## src/pdp_pkg.sv

```systemverilog
// ----------------------------------------------------------------------------
// pdp_pkg
// Shared types and constants of the polyline dash pattern plotter.
// ----------------------------------------------------------------------------
package pdp_pkg;

	localparam int COORD_BITS = 20;
	localparam int FRAC_BITS_DEF = 8;
	localparam int LEN_W = 12;
	localparam int STYLE_W = 3;

	localparam logic [LEN_W-1:0] DASH_RESET = 12'd16;
	localparam logic [LEN_W-1:0] DOT_RESET = 12'd4;
	localparam logic [LEN_W-1:0] GAP_RESET = 12'd24;

	typedef enum logic [1:0] {
		REQ_START = 2'd0,
		REQ_VERTEX = 2'd1,
		REQ_STEP = 2'd2,
		REQ_LONE = 2'd3
	} req_e;

	typedef enum logic [STYLE_W-1:0] {
		STY_NONE = 3'd0,
		STY_SOLID = 3'd1,
		STY_DASH = 3'd2,
		STY_DOT = 3'd3,
		STY_DASHDOT = 3'd4,
		STY_DASHDOTDOT = 3'd5,
		STY_OTHER6 = 3'd6,
		STY_OTHER7 = 3'd7
	} style_e;

	typedef enum logic [1:0] {
		CFG_DASH = 2'd0,
		CFG_DOT = 2'd1,
		CFG_GAP = 2'd2
	} cfg_idx_e;

	typedef struct packed {
		logic [1:0] req_type;
		logic signed [COORD_BITS-1:0] point_x;
		logic signed [COORD_BITS-1:0] point_y;
		logic [STYLE_W-1:0] line_style;
	} in_word_t;

	typedef struct packed {
		logic pen_down;
		logic has_coords;
		logic signed [COORD_BITS-1:0] out_x;
		logic signed [COORD_BITS-1:0] out_y;
		logic more_pending;
	} out_word_t;

	typedef struct packed {
		req_e kind;
		logic signed [COORD_BITS-1:0] x;
		logic signed [COORD_BITS-1:0] y;
		style_e style;
	} cmd_t;

	typedef struct packed {
		logic [LEN_W-1:0] dash;
		logic [LEN_W-1:0] dot;
		logic [LEN_W-1:0] gap;
	} cfg_t;

endpackage

```

## src/pdp_front.sv

```systemverilog
// ----------------------------------------------------------------------------
// pdp_front
// Accepts input words, classifies them into commands and queues two of them.
// ----------------------------------------------------------------------------
module pdp_front (
	input  logic               clk,
	input  logic               arst_n,
	input  logic               in_valid,
	output logic               in_ready,
	input  pdp_pkg::in_word_t  in_word,
	output logic               cmd_valid,
	output pdp_pkg::cmd_t      cmd,
	input  logic               cmd_pop
);

	pdp_pkg::cmd_t fifo_q [2];
	logic wr_ptr_q;
	logic rd_ptr_q;
	logic [1:0] count_q;
	pdp_pkg::cmd_t new_cmd;
	logic push;

	always_comb begin
		new_cmd.kind = pdp_pkg::req_e'(in_word.req_type);
		new_cmd.x = in_word.point_x;
		new_cmd.y = in_word.point_y;
		if (in_word.line_style == pdp_pkg::STY_OTHER6 ||
				in_word.line_style == pdp_pkg::STY_OTHER7) begin
			new_cmd.style = pdp_pkg::STY_SOLID;
		end else begin
			new_cmd.style = pdp_pkg::style_e'(in_word.line_style);
		end
	end

	assign in_ready = (count_q != 2'd2);
	assign push = in_valid && in_ready;
	assign cmd_valid = (count_q != 2'd0);
	assign cmd = fifo_q[rd_ptr_q];

	always_ff @(posedge clk) begin
		if (push) begin
			fifo_q[wr_ptr_q] <= new_cmd;
		end
	end

	always_ff @(posedge clk or negedge arst_n) begin
		if (!arst_n) begin
			wr_ptr_q <= 1'b0;
			rd_ptr_q <= 1'b0;
			count_q <= 2'd0;
		end else begin
			if (push) begin
				wr_ptr_q <= ~wr_ptr_q;
			end
			if (cmd_pop) begin
				rd_ptr_q <= ~rd_ptr_q;
			end
			if (push && !cmd_pop) begin
				count_q <= count_q + 2'd1;
			end else if (!push && cmd_pop) begin
				count_q <= count_q - 2'd1;
			end
		end
	end

endmodule

```

## config.mk

```make
export PLATFORM = sky130hd
export DESIGN_NAME = pdp_front
export DESIGN_NICKNAME = d
export VERILOG_FILES = /design/src/pdp_pkg.sv /design/src/pdp_front.sv
export SDC_FILE = /design/constraint.sdc
export NUM_CORES = 1
export LEC_CHECK = 0
export ABC_AREA = 1
export BUFFER_PORTS_ARGS = -buffer_cell sky130_fd_sc_hd__clkbuf_2
export CORE_ASPECT_RATIO = 1.1
export CORE_MARGIN = 1.5
export CORE_UTILIZATION = 56
export CTS_CLUSTER_DIAMETER = 50
export DETAILED_ROUTE_END_ITERATION = 7
export PLACE_DENSITY = 0.89
export SLEW_MARGIN = 20
export SYNTH_ARGS = -nofsm -noshare
export SYNTH_HDL_FRONTEND = slang
export SYNTH_SLANG_ARGS = --single-unit
```

## constraint.sdc

```tcl
create_clock -name clk -period 4.95 [get_ports clk]
set_clock_uncertainty 0.05 [all_clocks]
set_input_delay 0.99 -clock clk [delete_from_list [all_inputs] [get_ports clk]]
set_output_delay 0.99 -clock clk [all_outputs]
set_load 0.005 [all_outputs]
```

==> impl_metrics.tcl <==
set metrics [dict create \
    status "finished, final reports clean" \
    synth_compound_gate_area_share_pct 0.204 \
    synthMuxAreaShare_pct 17.7 \
    hp-class "input pin to async pin" \
    max_freq_mhz 313 \
    crit_arrival_ns 2.15 \
    clkSinkCount 94 \
    grt_overflow 0 \
    viasPerCell 5.11 \
    ys_seq_elements 94 \
    grt_max_degree 46 \
    irDropWorstVdd_mv 0.389 \
    ys_types 15 \
    tightest_slew_ns 0.746 \
    numCtsBuffers 9 \
    grtUsageTotal_pct 17.4 \
    start_kind "flop" \
    clock_path_buffers 2 \
    cts_hold_buf 0 \
    worst_hold_slack_ns 0.391 \
    synth_top_area_share_pct 73.4 \
    nets 325 \
    synthSimpleGateAreaFrac_pct 1.43 \
    synth_cells 171 \
    gp_congestion 0.676 \
    antenna_found_initial 0 \
    synth_seq_area_share_pct 76.2 \
    grt_pass1_vias 1805 \
    synth_top_cell_by_area "edfxtp_1" \
    wire_per_inst_um 16.7 \
    path_clk_slew_ns 0.08 \
    dieArea_sq_um 7070 \
    n_antenna_cell 0 \
    firstDrtPassIters 4 \
    fillerInstances 403 \
    finalCritPeriodShare_pct 64.5 \
    final_cell_mix "clkbuf_2 (95), edfxtp_1 (90), mux2_4 (39), inv_1 (9), clkbuf_8 (9)" \
    syn_avg_cell_area_sq_um 21.5 \
    syn2layout_area_growth_pct 19.7 \
    hpwl_um 4080 \
    synthAdderAreaFrac_pct 0.340 \
    dieWidth_um 80.3 \
    row_count 30 \
    synth_top_family_by_area "multiplexers" \
    maxSlewHeadroom_pct 50.3 \
    hold_violations 0 \
    drt_wl_total_um 6010 \
    cts_root_buf "clkbuf_8" \
    vias 1833 \
    synth.net_count 221 \
    coreArea_sq_um 6270 \
    start_util_pct 58.7 \
    ff2ff_path_depth 5 \
    synth.cell_area_sq_um 3680 \
    cts_setup_buffers 0 \
    worst-path-max-fanout 26 \
    cp.required_ns 3.91 \
    io_pins 96 \
    synth_area_leaders "edfxtp_1 (73%), mux2_4 (16%), dfrtp_1 (2.7%), buf_12 (2.2%), mux2_2 (1.8%)" \
    clock_latency_ns 0.34 \
    total_leakage_power_nw 1.83 \
    tns_ns 0 \
    setup_viol 0 \
    cts_resized 0 \
    drive_above_1_share_pct 56.6 \
    drtIter0Drc 142 \
    placement.io_buffers 95 \
    crit_type "flop to primary output" \
    power_density_nw_per_um2 557 \
    final_common_cell "clkbuf_2" \
    crit_path_end_kind "primary output" \
    antenna_left 0 \
    maxCapViolations 0 \
    fp.dieH_um 88.0 \
    drc_errors 0 \
    grt_pass1_wl_um 8720 \
    finalMaxSlewViolations 0 \
    htree_levels 3 \
    rsz0062_at_grt "no" \
    synth_xor_area_share_pct 0.714 \
    synth_warnings 0 \
    period_needed_ns 3.19 \
    cts_tree "built" \
]
==> layer usage <==
layer	track usage [%]	vias to the layer above	share of wire, %
met2	29.8	58	54
met3	6.04	10	5.3
met5	0	-	0
li1	-	851	-
met4	6.11	0	1.4
met1	20.6	914	39
==> registers in the layout, indices dropped and copies added, names as in the netlist <==
name	flops
fifo_q	90
count_q	2
rd_ptr_q	1
wr_ptr_q	1
==> where the power goes <==
part / internal (W) / switching [W]
sequential: 0.00109 / 0.000105
clock: 0.000279 / 0.000238
combinational: 0.000420 / 0.000325
total: 0.00179 / 0.000668
==> final timing paths <==
| kind | start | endpoint | slack (ns) |
|---|---|---|---|
| worst max-delay path | rd_ptr_q$_DFFE_PN0P_ | cmd[28] | 1.76 |
| worst min register to register | count_q[1]$_DFFE_PN0P_ | count_q[1]$_DFFE_PN0P_ | 0.48 |
| min in group clk | count_q[1]$_DFFE_PN0P_ | count_q[1]$_DFFE_PN0P_ | 0.48 |
| worst min-delay path | arst_n | count_q[1]$_DFFE_PN0P_ | 0.39 |
| max in group asynchronous | arst_n | rd_ptr_q$_DFFE_PN0P_ | 4.31 |
| worst max register to register | count_q[0]$_DFFE_PN0P_ | fifo_q[0][31]$_DFFE_PP_ | 3.13 |
==> cells by family (layout without fill, tap and decap cells) <==
logic type      after synthesis  count (layout)
simple gates                 13              13
compound gates                1               1
fa+ha+maj                     1               1
mux                          45              45
flops                        94              94
buf+inv                      14             122
xor+xnor                      3               3
==> worst max-delay path: stages (launching register included) <==
cell      delay (ns)
dfrtp_2         0.86
buf_4           0.48
mux2_4          0.34
clkbuf_2        0.12
==> cell usage after synthesis, drive strengths merged <==
cell type / number
o21bai: 1
xnor2: 1
inv: 9
dfrtp: 4
nand3: 1
nor2: 4
xor2: 2
edfxtp: 90
nand4: 1
buf: 5
ha: 1
nand2: 7
mux2: 45
==> per-stage QoR <==
step	instance area (sq um)	instances	setup slack, ns	utilization (%)	total power (W)
3_3_place_gp	4200	344	2.11	67.0	0.00193
2_1_floorplan	3680	171	1.46	-	0.00174
5_1_grt	4410	359	1.64	70.3	0.00257
4_1_cts	4410	359	1.72	70.3	0.00248
3_5_place_dp	4200	344	2.11	67.0	0.00197
6_report	4410	359	1.76	70.3	0.00246
==> layout make-up <==
cell class | count | area, sq um | area share, %
Timing Repair Buffer | 98 | 498 | 11.3
Clock inverter | 5 | 75.1 | 1.70
Clock buffer | 10 | 128 | 2.90
Tap cell | 80 | 100 | 2.27
Multi-Input combinational cell | 63 | 767 | 17.4
Sequential cell | 94 | 2800 | 63.6
Inverter | 9 | 33.8 | 0.767
Power figures use the tool's default switching activity.
